[src/rtl/ppcf_div_pipe.sv]
// Pipelined restoring divider, one quotient bit per register stage.
// Standalone; quotient must fit Q_W bits; each stage advances only while en_i is high.
`timescale 1ns / 1ps

module ppcf_div_pipe #(
  parameter int unsigned DEN_W = 21,
  parameter int unsigned Q_W   = 8,
  parameter int unsigned NUM_W = DEN_W + Q_W
) (
  input  logic              clk_i,
  input  logic              en_i,
  input  logic [NUM_W-1:0]  num_i,
  input  logic [DEN_W-1:0]  den_i,
  output logic [Q_W-1:0]    quot_o
);

  logic [NUM_W-1:0] rem_q [Q_W];
  logic [Q_W-1:0]   quo_q [Q_W];

  for (genvar k = 0; k < Q_W; k++) begin : g_st
    logic [NUM_W-1:0] rem_p;
    logic [Q_W-1:0]   quo_p;
    logic [NUM_W-1:0] dsh;
    logic             take;

    if (k == 0) begin : g_first
      assign rem_p = num_i;
      assign quo_p = '0;
    end else begin : g_next
      assign rem_p = rem_q[k-1];
      assign quo_p = quo_q[k-1];
    end

    assign dsh  = NUM_W'(den_i) << (Q_W - 1 - k);
    assign take = (rem_p >= dsh);

    always_ff @(posedge clk_i) begin
      if (en_i) begin
        rem_q[k] <= take ? (rem_p - dsh) : rem_p;
        quo_q[k] <= {quo_p[Q_W-2:0], take};
      end
    end
  end

  assign quot_o = quo_q[Q_W-1];

endmodule
[config.mk]
export PLATFORM = sky130hd
export DESIGN_NAME = ppcf_div_pipe
export DESIGN_NICKNAME = d
export VERILOG_FILES = /design/src/rtl/ppcf_div_pipe.sv
export SDC_FILE = /design/constraint.sdc
export NUM_CORES = 1
export LEC_CHECK = 0
export ABC_CLOCK_PERIOD_IN_PS = 4300
export BUFFER_PORTS_ARGS = -buffer_cell sky130_fd_sc_hd__buf_4
export CORE_MARGIN = 1.5
export CORE_UTILIZATION = 41
export DETAILED_ROUTE_END_ITERATION = 12
export HOLD_SLACK_MARGIN = 0.02
export MAX_ROUTING_LAYER = met4
export PLACE_DENSITY = 0.65
export SYNTH_ARGS = -nofsm -noshare
export SYNTH_HDL_FRONTEND = slang
export SYNTH_SLANG_ARGS = --single-unit
[constraint.sdc]
create_clock -name clk_i -period 4.3 [get_ports clk_i]
set_input_delay 0.86 -clock clk_i [delete_from_list [all_inputs] [get_ports clk_i]]
set_output_delay 0.86 -clock clk_i [all_outputs]
set_load 0.005 [all_outputs]
**Yosys cells after proc, flatten, opt, wreduce, memory -nomap -nowiden**

Memories as Yosys holds them, arrays and structs flattened.
Cells that the tools add are included.

- Add/subtract/negate cells: 8
- $lt $le $gt $ge: 8
- Mux-type cells: 10

Operator list:

| cell | number |
|---|---|
| $mux 29 | 8 |
| $ge 29x21->1 | 1 |
| $ge 29x22->1 | 1 |
| $ge 29x23->1 | 1 |
| $ge 29x24->1 | 1 |
| $ge 29x25->1 | 1 |
| $ge 29x26->1 | 1 |
| $ge 29x27->1 | 1 |
| $ge 29x28->1 | 1 |
| $sub 29x21->29 | 1 |
| $sub 29x22->29 | 1 |
| $sub 29x23->29 | 1 |
| $sub 29x24->29 | 1 |
| $sub 29x25->29 | 1 |
| $sub 29x26->29 | 1 |
| $sub 29x27->29 | 1 |
| $sub 29x28->29 | 1 |
| $mux 1 | 2 |

- Bits in registers: 0
- Memory bits (writable): 296
- Input port bits: 52
- Output and inout bits: 8
- Logic and storage cells: 28
- Memories: 2

Memories:

| name | words | width | read ports | clocked after memory_dff | write ports | RTL line | RTL |
|---|---|---|---|---|---|---|---|
| rem_q | 8 | 29 | 7 | 0 | 8 | 17 | `logic [NUM_W-1:0] rem_q [Q_W];` |
| quo_q | 8 | 8 | 8 | 0 | 8 | 18 | `logic [Q_W-1:0] quo_q [Q_W];` |

**Logic depth before layout (Yosys ltp)**

An unclocked memory read counts as a cell.

- Depth after elaboration: 3
- Gate-level depth with buffers: 15
- Gate-level depth less buffers: 13

**Worst setup path after synthesis**

Ideal clock, no wire load.

- Path kind: input to register
- Start point: input den_i[5]
- End point: memory rem_q[1][11] in the netlist's numbering, data pin
- Data arrival time: 3466 ps
- Required time: 4040 ps
- Path slack: 573 ps
- Stages: 12
- Path buffers: 2
- Cell sequence: inv_1 ha_1 or3_1 o21ai_0 a31oi_1 a211o_1 a221o_1 a21o_1 or2_1 clkbuf_2 buf_6 mux2_4

RTL lines:

| element | RTL line | RTL |
|---|---|---|
| from (decl) | 13 | `input logic [DEN_W-1:0] den_i,` |
| to (decl) | 17 |  |

==> impl_metrics.py <==
metrics = {
    "worst_setup_path": {
        "worstPathArrival_ns": 4.06,
        "rr_worst_depth": 14,
        "cp.required_ns": 4.59,
        "r2r_slack_ns": 0.57,
        "cp_slowest_cell": "a2111oi_0",
        "critPathLaunchType": "input port",
        "path_cells": "buf_4, ha_1, inv_1, fa_1, a211oi_1, o21ai_0, nand2_1, o311ai_1, buf_4, a31oi_1, o21ai_0, a21o_1, a2111oi_0, xor2_1",
        "worst_setup_path_end_kind": "flip-flop",
        "crit_fanout": 7,
        "path_class": "in2reg",
        "critPathMaxStageDelay_ns": 0.53,
    },
    "placement": {
        "place_area_sq_um": 18500,
        "post-place-ws_ns": 0.0162,
        "portBuffers": 59,
        "placedCellCount": 2314,
        "place_hpwl_um": 31200,
        "place_congestion": 0.941,
    },
    "power_and_ir_drop": {
        "power_density_nw_per_um2": 616,
        "ir_drop_v": 0.000289,
        "finalPower_mw": 12.0,
        "power_leakage_nw": 7.91,
    },
    "clock_network": {
        "cts_root_buf": "clkbuf_16",
        "postCtsSetupBuffers": 0,
        "cts_tree": "done",
        "clock_latency_ns": 0.57,
        "cts_resized": 0,
        "htree_levels": 1,
        "clk_pin_slew_ns": 0.06,
        "clkSinkCount": 239,
        "cts_hold_buffers": 0,
        "cts_made_buffers": 30,
        "cts_buffer_depth": 3,
    },
    "sta": {
        "timing.final.ws_setup_ns": 0.530,
        "slew_violations": 0,
        "finalCritPeriodShare": 0.877,
        "setup_violations": 0,
        "finalHoldViolations": 0,
        "rsz0062_at_grt": "no",
        "tightestPinTransition_ns": 0.681,
        "fmax_mhz": 265,
        "min_period_ns": 3.77,
        "setup_tns_ns": 0,
        "relSlewSlack": 0.546,
        "finalClockSkew_ns": 0.0129,
    },
    "logic_synthesis": {
        "async_reset_ff_frac": 0,
        "synth.distinct_cells": 73,
        "yosysTopAreaCell": "edfxtp_1",
        "synthSimpleGateAreaFrac": 0.129,
        "synth_mux_area_frac": 0.0293,
        "synthesis.nets": 1942,
        "synth-compound-area-share": 0.189,
        "yosysSeqAreaShare": 0.420,
        "synth-edff-count": 239,
        "synthFlopType": "edfxtp_1",
        "ys_top_cells_by_area": "edfxtp_1, ha_1, a21oi_1, xnor2_1, o21ai_0",
        "synthAdderAreaFrac": 0.131,
        "synth_top_area_share": 0.420,
        "synth_warnings": 0,
        "syn_avg_cell_area_sq_um": 9.97,
        "ys_ff_latch": 239,
        "synth_top_family_by_area": "compound AO/OA/AOI/OAI gates",
        "synthCells": 1715,
        "netlist_area_sq_um": 17100,
        "synth_xor_xnor_area_share": 0.0732,
    },
    "cells_and_area": {
        "drive_above_1_share": 0.117,
        "fillCellCount": 3709,
        "syn_to_final_growth_pct": 14.4,
        "final_cells": 2370,
        "antenna_cells": 0,
        "finalInstanceArea_sq_um": 19600,
        "fin_nets": 2041,
    },
    "floorplan": {
        "die_area_sq_um": 42900,
        "die_x_um": 207,
        "rows": 74,
        "num_io_pins": 60,
        "start_util": 0.417,
        "core_sq_um": 41000,
        "dieHeight_um": 207,
    },
    "grt": {
        "grt_start_max_net_pins": 87,
        "antenna_found_initial": 0,
        "grt_use_total": 0.189,
        "grt_pass1_vias": 13200,
        "overflow": 0,
        "grt_pass1_wl_um": 64200,
    },
    "route": {
        "wl_per_cell_um": 16.7,
        "drtIter0Drc": 923,
        "antenna_left": 0,
        "wl_met2_um": 19400,
        "drtPass1Iterations": 10,
        "top_layer_used": "met4",
        "wirelength_um": 39700,
        "vias_per_cell": 5.54,
        "drc_errors": 2,
        "vias": 13100,
        "wl_met1_um": 17000,
        "routed-wl-met3_um": 1720,
    },
    "run_status": {
        "violations": "design-rule violations",
        "outcome": "finished, violations left",
    },
    "worst_hold_path": {
        "min_delay_path_depth": 0,
        "hold_class": "reg2reg",
    },
    "job": {
        "maxCapViolations": 0,
    },
}
cells in the mapped netlist (all sizes together), types with 13 or more instances:
| cell | n |
|---|---|
| nor2 | 149 |
| and3 | 13 |
| o21a | 22 |
| o31ai | 14 |
| nand2 | 124 |
| nor2b | 23 |
| a21oi | 201 |
| inv | 82 |
| xnor2 | 86 |
| clkbuf | 31 |
| nand3 | 30 |
| o21bai | 19 |
| edfxtp | 239 |
| a31oi | 13 |
| a21o | 63 |
| nor3 | 28 |
| mux2 | 41 |
| xor2 | 57 |
| ha | 168 |
| nand2b | 16 |
| nand4 | 25 |
| o21ai | 114 |
critical path, delay by kind of cell:
family / cells / cell delay (ns)
compound gates: 7 / 1.96
fa+ha+maj: 2 / 0.61
xor+xnor: 1 / 0.12
simple gates: 1 / 0.10
buf+inv: 3 / 0.41
routing by layer:
metal / GRT usage / up-vias
met2: 0.333 / 292
met4: 0.0786 / 0
met1: 0.217 / 6120
li1: - / 6626
met5: - / -
met3: 0.0233 / 96
state kept, by name, summed over array words and instances (netlist names):
| signal | count |
|---|---|
| quo_q | 36 |
| rem_q | 203 |
logic make-up after synthesis:
logic type / Yosys count
compound gates: 525
xor+xnor: 143
fa+ha+maj: 175
buf+inv: 124
flops: 239
mux: 43
simple gates: 466
layout by cell type (no fill, tap or decap), types with 36 or more instances in the layout:
master / synthesis / layout
buf_4: 0 / 102
inv_1: 82 / 82
a21oi_1: 201 / 201
nand2_1: 124 / 124
nor2_1: 149 / 149
mux2_2: 36 / 36
ha_1: 168 / 168
edfxtp_1: 239 / 239
o21ai_0: 113 / 113
xor2_1: 57 / 57
a21o_1: 63 / 63
xnor2_1: 86 / 86
where the power goes:
part           internal (mW)  total, mW  switching (mW)  leakage, nW
Combinational           2.49       5.38            2.90         5.11
Clock                   1.59       2.63            1.04        0.498
Sequential              3.63       4.03           0.397         2.31
Total                   7.71       12.0            4.33         7.91
metrics by stage:
stage | util | hold slack (ns)
2_1_floorplan | - | 0.400
3_3_place_gp | 0.451 | 0.402
3_5_place_dp | 0.451 | 0.405
4_1_cts | 0.477 | 0.414
5_1_grt | 0.477 | 0.415
6_report | 0.477 | 0.417
final timing paths:
| check | from | endpoint |
|---|---|---|
| worst min register to register | quo_q[0][24] | quo_q[1][1] |
| worst max-delay path | den_i[0] | rem_q[0][85] |
| worst max register to register | rem_q[0][34] | rem_q[0][85] |
| worst min-delay path | quo_q[0][24] | quo_q[1][1] |
final cells by class:
class	count	area [sq um]	share of cell area
inverter	82	308	0.0157
sequential	239	7180	0.367
multi-input combinational	1352	9450	0.483
tap	532	666	0.0340
timing repair buffer	109	901	0.0461
clock inverter	25	307	0.0157
clock buffer	31	754	0.0386
No activity file was read; power rests on OpenSTA's default activity.
