<file path="src/rtl/ppcf_sqrt_pipe.sv">
// Pipelined integer square root, one root bit per register stage.
// Standalone; each register stage advances only while en_i is high.
`timescale 1ns / 1ps

module ppcf_sqrt_pipe #(
  parameter int unsigned IN_W = 42
) (
  input  logic                clk_i,
  input  logic                en_i,
  input  logic [IN_W-1:0]     rad_i,
  output logic [IN_W/2-1:0]   root_o
);

  localparam int unsigned R_W   = IN_W / 2;
  localparam int unsigned REM_W = R_W + 2;

  logic [REM_W-1:0] rem_q  [R_W];
  logic [R_W-1:0]   root_q [R_W];
  logic [IN_W-1:0]  rad_q  [R_W];

  for (genvar k = 0; k < R_W; k++) begin : g_st
    logic [REM_W-1:0] rem_p;
    logic [R_W-1:0]   root_p;
    logic [IN_W-1:0]  rad_p;
    logic [REM_W+1:0] cat;
    logic [REM_W-1:0] shr;
    logic [REM_W-1:0] trial;

    if (k == 0) begin : g_first
      assign rem_p  = '0;
      assign root_p = '0;
      assign rad_p  = rad_i;
    end else begin : g_next
      assign rem_p  = rem_q[k-1];
      assign root_p = root_q[k-1];
      assign rad_p  = rad_q[k-1];
    end

    // bring down the next two radicand bits, try root*4+1
    assign cat   = {rem_p, rad_p[IN_W-1 -: 2]};
    assign shr   = cat[REM_W-1:0];
    assign trial = {root_p, 2'b01};

    always_ff @(posedge clk_i) begin
      if (en_i) begin
        if (shr >= trial) begin
          rem_q[k]  <= shr - trial;
          root_q[k] <= {root_p[R_W-2:0], 1'b1};
        end else begin
          rem_q[k]  <= shr;
          root_q[k] <= {root_p[R_W-2:0], 1'b0};
        end
        rad_q[k] <= {rad_p[IN_W-3:0], 2'b00};
      end
    end
  end

  assign root_o = root_q[R_W-1];

endmodule

</file>
<file path="config.mk">
export PLATFORM = sky130hd
export DESIGN_NAME = ppcf_sqrt_pipe
export DESIGN_NICKNAME = d
export VERILOG_FILES = /design/src/rtl/ppcf_sqrt_pipe.sv
export SDC_FILE = /design/constraint.sdc
export NUM_CORES = 1
export LEC_CHECK = 0
export BUFFER_PORTS_ARGS = -buffer_cell sky130_fd_sc_hd__buf_2
export CAP_MARGIN = 20
export CORE_ASPECT_RATIO = 1.1
export CORE_MARGIN = 4
export CORE_UTILIZATION = 40
export DETAILED_ROUTE_END_ITERATION = 10
export HOLD_SLACK_MARGIN = 0.03
export SYNTH_ARGS = -nofsm -noshare
export SYNTH_HDL_FRONTEND = slang
export SYNTH_SLANG_ARGS = --single-unit
</file>
<file path="constraint.sdc">
create_clock -name clk_i -period 2.7 [get_ports clk_i]
set_input_delay 0.135 -clock clk_i [delete_from_list [all_inputs] [get_ports clk_i]]
set_output_delay 0.135 -clock clk_i [all_outputs]
set_load 0.01 [all_outputs]
</file>
* Word-level counts from Yosys, hierarchy flattened *
Memories as Yosys holds them, arrays and structs flattened.
Cells that the tools add are included.

storage, ports and cells
  bits in writable memories = 1,764
  word-level logic and storage cells = 257
  memories kept = 3
  input port bits = 44
  output and inout port bits = 21
  register bits after elaboration = 0

operators by class
  bitwise operators = 42
  add/sub/neg operators = 21
  order comparisons = 21
  multiplexer cells = 170

memory list
  memory  words  bits a word  read ports  clocked after Yosys merged registers in  write ports  RTL line  RTL
  rad_q   21     40           20          0                                        21           19        logic [IN_W-1:0] rad_q [R_W];
  rem_q   21     23           20          0                                        21           17        logic [REM_W-1:0] rem_q [R_W];
  root_q  21     21           21          0                                        21           18        logic [R_W-1:0] root_q [R_W];

operator list
  cell                                                                    count
  23-bit 2-to-1 mux                                                       21
  23-bit >= comparator                                                    20
  23-bit subtractor                                                       20
  21-bit 2-to-1 mux                                                       21
  1-bit 2-to-1 mux                                                        128
  1-bit OR                                                                42
  2-bit by 1-bit subtractor with 3-bit output (second input constant)     1
  2-bit by 1-bit >= comparator with 1-bit output (second input constant)  1

* Longest topological paths before layout *
Gate-level depths: netlist (run 1).
An unclocked memory read counts as a cell.

  depth after elaboration = 6
  mapped depth = 13
  gate-level depth less buffers = 11

* Worst setup path before layout (run 1) *
No wires, ideal clock.

  path type = reg2reg
  start = memory rem_q[4][56] (netlist name)
  end = memory rem_q[4][85] (netlist name), data pin
  library setup time = 260 ps
  buffers on the path = 3
  arrival time = 2,688 ps
  clock period less this slack = 2,949 ps
  required time = 2,440 ps
  stages on the path, launching flop included = 12
  path slack = -249 ps
  cell sequence = edfxtp_1 ha_1 buf_6 a21o_1 a21o_1 a221oi_2 o31ai_1 a221o_1 a41o_1 buf_6 buf_6 mux2_4

RTL lines
  item         RTL line
  from (decl)  17

==> impl_metrics.ini, run 1 <==
[run_status]
outcome = finished with violations
violations = setup timing

[synthesis]
synth_cell_types = 83
synth-seq-area-share_pct = 64.9
yosysTopAreaCell = edfxtp_1
synth_ff_type = edfxtp_1
yosysWarnings = 0
syn-num-nets = 3990
yosysMostFrequentCell = edfxtp_1
synth_edf_count = 1044
synthArstFlopShare_pct = 0
synthTopCellsByArea = edfxtp_1 (65%), ha_1 (6.6%), xnor2_1 (3.0%), xor2_1 (2.6%), inv_1 (2.4%)
synth_common_cells = edfxtp_1 (1,044), inv_1 (309), ha_1 (254)
syn_inst = 3692
netlist_area_mm2 = 0.0484
post-synth-top-area-fraction_pct = 64.8
avgSynthCellArea_um2 = 13.1
synth_seq_cells = 1045

[power_and_ir_drop]
p_per_area_mw_per_mm2 = 772
power_leakage_nw = 23.6
p_int_mw = 34.3
pwr-share-clk_pct = 32.6
sw_frac_of_total_pct = 26.6
pwr-share-comb_pct = 21.6
power_mw = 46.8
switching_power_mw = 12.5
power.sequential.fraction_pct = 45.8
peakVddDrop_uv = 526

[critical_path]
critPathLaunchType = flip-flop
critPathKind = flip-flop to flip-flop
crit_arrival_ps = 3290
end_kind = flip-flop
crit_chain = ha_1 -> a21o_1 -> a21o_1 -> a221oi_4 -> o31ai_4 -> a221o_1 -> a41o_4 -> buf_6 -> mux2_4
slowest_stage = edfxtp_1
max_stage_delay_ps = 440
crit_path_max_fanout = 8
worstPathRequired_ps = 3170
crit_top_cell = a21o_1

[sta]
worstMarginPinSlew_ps = 821
drv_slew = 0
fmax_mhz = 355
fin_skew_ps = 55.1
hold_violations = 0
rsz0062_at_grt = true
setup_slack_ps = -119
post-route-min-period_ps = 2820
slew_headroom_pct = 44.5
setup_violations = 27
period_share_pct = 104

[drt]
route.vias.total = 29900
drt_pass1_iterations = 5
drt_iter0_markers = 1482
drc = 0
wl_per_cell_um = 15.8
viasPerCell = 4.97
finalWirelength_mm = 95.1
final_antenna_net_count = 0

[global_routing]
antenna_found_initial = 1
grt_pass1_wl_mm = 151
grt_usage_pct = 14.6
grt_max_degree = 135
first_global_vias = 29800
grt_overflow = 0

[floorplanning]
num_rows = 133
io_pins = 65
core_area_mm2 = 0.120
die_y_um = 373
initial_core_util_pct = 40.4
die_w_um = 340
die_area_mm2 = 0.127

[job]
maxCapViolCount = 0

[cts]
clock_sinks = 1045
clkSlewWorstSetupHoldPaths_ps = 60
clkLatencyLatePin_ps = 720
cts_root_buffer = clkbuf_16
cts_tree = yes
numCtsBuffers = 109
cts_max_level = 3
cts_buffer_depth = 3

[place]
placed_cell_area_mm2 = 0.0541
dp_hpwl_mm = 67.0
gp_congestion = 0.864
io_buffer_count = 64

[cells_and_area]
stdcell_area_mm2 = 0.0606
area_growth_pct = 25.2
drive_above_1_share_pct = 24.4
fillers = 10300
diodes = 0
final_nets = 4671

[min_path]
hold_class = input pin to flip-flop
[power groups by stage]
stage / clock (mW) / combinational (mW) / sequential (mW)
3_3_place_gp: 0 / 8.68 / 21.7
6_report: 15.3 / 10.1 / 21.4
3_5_place_dp: 0 / 8.78 / 21.7
5_1_grt: 16.5 / 11.2 / 21.6
2_1_floorplan: 0 / 5.81 / 21.3
4_1_cts: 15.8 / 9.29 / 21.4
[state kept, by name, summed over array words and instances (netlist names)]
signal / flops
root_q: 231
rem_q: 394
rad_q: 420
[logic make-up (layout without fill, tap and decap cells)]
kind of cell    Yosys count  after routing  synth area share [%]
buf+inv                 395           1163                  3.17
flops                  1045           1045                  64.9
simple gates            923            923                  9.52
fa+ha+maj               254            254                  6.57
xor+xnor                308            308                  5.58
mux                      43             43                 0.986
compound gates          724            724                  9.31
[metal layers]
layer	track usage, %	up-vias	share of wire, %
li1	-	15000	-
met2	26.4	408	51
met4	6.36	0	3.8
met1	17.3	14300	42
met3	2.18	182	3.3
met5	0	-	0
[layout by cell type, fill, tap and decap left out, types with 17 or more instances in the layout]
cell type / n
nor2b_1: 28
buf_2: 63
clkbuf_16: 111
mux2_2: 30
a21oi_2: 29
o21a_1: 42
nand2_1: 235
xor2_1: 145
and2_1: 27
nor2_1: 200
and3_1: 21
a21o_1: 84
o21ai_2: 23
buf_4: 506
xnor2_1: 161
a31oi_1: 17
o21ai_0: 158
ha_1: 205
a21oi_1: 177
edfxtp_1: 1044
or3_1: 25
nand4_1: 30
ha_4: 45
o21ai_1: 22
nor4_1: 36
buf_6: 20
nor3_2: 17
clkinv_1: 22
dlygate4sd3_1: 44
inv_1: 295
nand2b_1: 43
nor3_1: 70
o211ai_1: 17
nand3_1: 47
[through the flow]
| stage | TNS (ps) | util, % | hold WS [ps] | instances | worst slack [ps] |
|---|---|---|---|---|---|
| 2_1_floorplan | -83.7 | - | 234 | 3692 | -83.7 |
| 3_3_place_gp | -8930 | 45.1 | 313 | 5697 | -268 |
| 3_5_place_dp | -11280 | 45.1 | 313 | 5697 | -235 |
| 4_1_cts | -1660 | 49.1 | 50.2 | 5963 | -93.9 |
| 5_1_grt | -6330 | 50.6 | 87.9 | 6012 | -195 |
| 6_report | -1790 | 50.6 | 115 | 6012 | -119 |
[worst max-delay path, delay by kind of cell, from the launching register on]
family / cells / cell delay, ps
AOI/OAI and AO/OA: 6 / 1440
adders and majority gates: 1 / 250
buffers and inverters: 1 / 150
DFF: 1 / 440
muxes: 1 / 280
[worst paths after layout]
check | start | to | slack (ps) | cells after the start
max | rem_q[4][55] | rem_q[4][85] | -120 | 9
min | rad_i[3] | rad_q[0][3] | 110 | 2
max reg2reg | rem_q[4][55] | rem_q[4][85] | -120 | 9
min reg2reg | rad_q[1][146] | rad_q[2][28] | 380 | 0
[what timing repair did]
action / CTS / global route
setup buffers: 23 / 48
setup endpoints to repair: 171 / 265
hold endpoints to repair: 122 / 0
hold buffers: 44 / 0
gates cloned: 1 / 3
pin swaps: 25 / 97
resized for setup: 93 / 277
[cell type report]
type	count	area [µm²]	area share, %
flip-flops and latches	1045	31400	51.8
inverters	310	1170	1.93
repair buffers	655	5220	8.61
multi-input cells	2252	17200	28.4
well taps	1552	1940	3.21
clock buffers	121	2770	4.58
clock inverters	77	895	1.48
Power figures use the tool's default switching activity.
==> run 2: changes to the inputs <==
--- a/config.mk
+++ b/config.mk
@@ -12,6 +12,7 @@
 export CORE_UTILIZATION = 40
 export DETAILED_ROUTE_END_ITERATION = 10
 export HOLD_SLACK_MARGIN = 0.03
+export REMOVE_ABC_BUFFERS = 1
 export SYNTH_ARGS = -nofsm -noshare
 export SYNTH_HDL_FRONTEND = slang
 export SYNTH_SLANG_ARGS = --single-unit
==> impl_metrics.ini, run 2 (synthesis results as in run 1) <==
[floorplanning]
die_w_um = 340
io_pins = 65
die_y_um = 373
die_area_mm2 = 0.127
core_area_mm2 = 0.120
num_rows = 133
initial_core_util_pct = 40.4

[cells_and_area]
final_nets = 4776
stdcell_count = 6124
multi_input_area_mm2 = 0.0180
final_cell_mix = edfxtp_1 (1,044), buf_4 (595), inv_1 (285)
area_growth_pct = 28.7
diodes = 0
stdcell_area_mm2 = 0.0622
layout_commonest_cell = edfxtp_1
reg_top3 = rad_q: 420 flops, rem_q: 394 flops, root_q: 231 flops
final_util_pct = 51.9
regMostFlops = rad_q
fillers = 10100
drive_above_1_share_pct = 28.2
largest_reg_flops = 420
seqCellArea_mm2 = 0.0314

[min_path]
hold_class = input pin to flip-flop
holdCritStartpoint = rad_i[28]
hold_path_end = rad_q[0][28]
hold_depth = 2

[critical_path]
worstReg2RegEnd = rem_q[4][85]
rr_startpoint = root_q[2][53]
end_kind = flip-flop
crit_arrival_ps = 3240
ff2ff_path_depth = 10
worstPathRequired_ps = 3120
critPathKind = flip-flop to flip-flop
crit_path_max_fanout = 6
critPathLaunchType = flip-flop
r2r_setup_slack_ps = -120

[sta]
setup_slack_ps = -124
fin_skew_ps = 64.5
hold_violations = 0
post-route-min-period_ps = 2820
rsz0062_at_grt = true
setup_violations = 36
fmax_mhz = 354
finalSetupTns_ps = -1840
drv_slew = 0
period_share_pct = 105
slew_headroom_pct = 46.3
worstMarginPinSlew_ps = 806

[place]
placed_cell_area_mm2 = 0.0545
dp_slack_ps = -543
io_buffer_count = 64
dp_hpwl_mm = 68.1
gp_congestion = 0.879
dpl.cell_count = 5760

[cts]
numCtsBuffers = 110
clock_sinks = 1045
cts_root_buffer = clkbuf_16
clkSlewWorstSetupHoldPaths_ps = 60
cts_tree = yes
cts_max_level = 3
clkLatencyLatePin_ps = 720
cts_buffer_depth = 3

[drt]
drt_iter0_markers = 1422
drc = 0
drt_pass1_iterations = 7
route.vias.total = 30600
wl_per_cell_um = 16.2
finalWirelength_mm = 99.3
viasPerCell = 4.99
final_antenna_net_count = 0

[run_status]
outcome = finished with violations
violations = setup timing

[job]
maxCapViolCount = 0

[global_routing]
grt_overflow = 0
grt_pass1_wl_mm = 155
grt_usage_pct = 15.1
antenna_found_initial = 0
grt_max_degree = 138
first_global_vias = 31200

[power_and_ir_drop]
p_per_area_mw_per_mm2 = 760
sw_frac_of_total_pct = 27.1
p_int_mw = 34.5
power_leakage_nw = 24.3
switching_power_mw = 12.8
power.sequential.fraction_pct = 45.2
pwr-share-comb_pct = 23.1
peakVddDrop_uv = 575
pwr-share-clk_pct = 31.8
## run 2: cell types whose count changed in the layout (fill, tap and decap cells not counted), sizes merged
cell,before,now
clkbuf,123,134
bufinv,16,12
dlygate4sd3,44,45
clkinvlp,12,5
buf,609,708
clkinv,43,55
## run 2: power groups by stage
stage | Sequential (mW) | Clock, mW | Combinational (mW)
2_1_floorplan | 21.3 | 0 | 5.57
3_3_place_gp | 21.6 | 0 | 9.01
3_5_place_dp | 21.6 | 0 | 9.14
4_1_cts | 21.3 | 15.5 | 10.2
5_1_grt | 21.6 | 16.2 | 12.0
6_report | 21.4 | 15.0 | 10.9
## run 2: repair_timing
item	in CTS	in global routing
setup endpoints to repair	247	257
hold endpoints to repair	100	0
cloned	5	7
gates resized for setup	248	310
hold buffers	45	0
pin swaps	94	138
buffers inserted	42	70
## run 2: critical path, cell delays in order, from the launching register on
cell and delay [ps]:
edfxtp_1 400, inv_2 90, ha_4 210, and2_1 160, and3_1 190, a221oi_2 310
o31ai_4 130, a221o_1 360, a41o_4 250, buf_6 140, mux2_4 280
## run 2: per-layer routing
layer / part of all wire, % / track usage, % / wire length [µm] / vias to the layer above
li1: - / - / - / 15200
met1: 36 / 15.2 / 36200 / 14700
met2: 56 / 29.7 / 55600 / 439
met3: 2.9 / 2.12 / 2860 / 221
met4: 4.7 / 7.67 / 4650 / 0
met5: 0 / 0 / 0 / -
## run 2: stage by stage
step | hold slack (ps) | power (mW)
after global placement | 312 | 30.6
final | 119 | 47.3
after global routing | 88.2 | 49.8
after floorplan | 234 | 26.8
after CTS | 30.6 | 47.0
after detailed placement | 313 | 30.7
## run 2: worst max-delay path by stage
stage	from	to	slack [ps]	cells past startpoint
4_1_cts	rem_q[4][56]	rem_q[4][85]	-160	9
3_5_place_dp	rem_q[4][47]	rem_q[4][73]	-540	9
6_report	root_q[2][53]	rem_q[4][85]	-120	10
2_1_floorplan	rem_q[4][3]	rem_q[4][43]	-870	9
5_1_grt	root_q[2][52]	rem_q[4][85]	-240	10
3_3_place_gp	rem_q[4][48]	rem_q[4][73]	-520	9
## run 2: area by class of cell
cell class                      instances  area share (%)
Clock buffer                          128            4.53
Clock inverter                         78            1.31
Inverter                              310            1.88
Multi-Input combinational cell       2252            28.9
Sequential cell                      1045            50.4
Tap cell                             1552            3.12
Timing Repair Buffer                  759            9.90
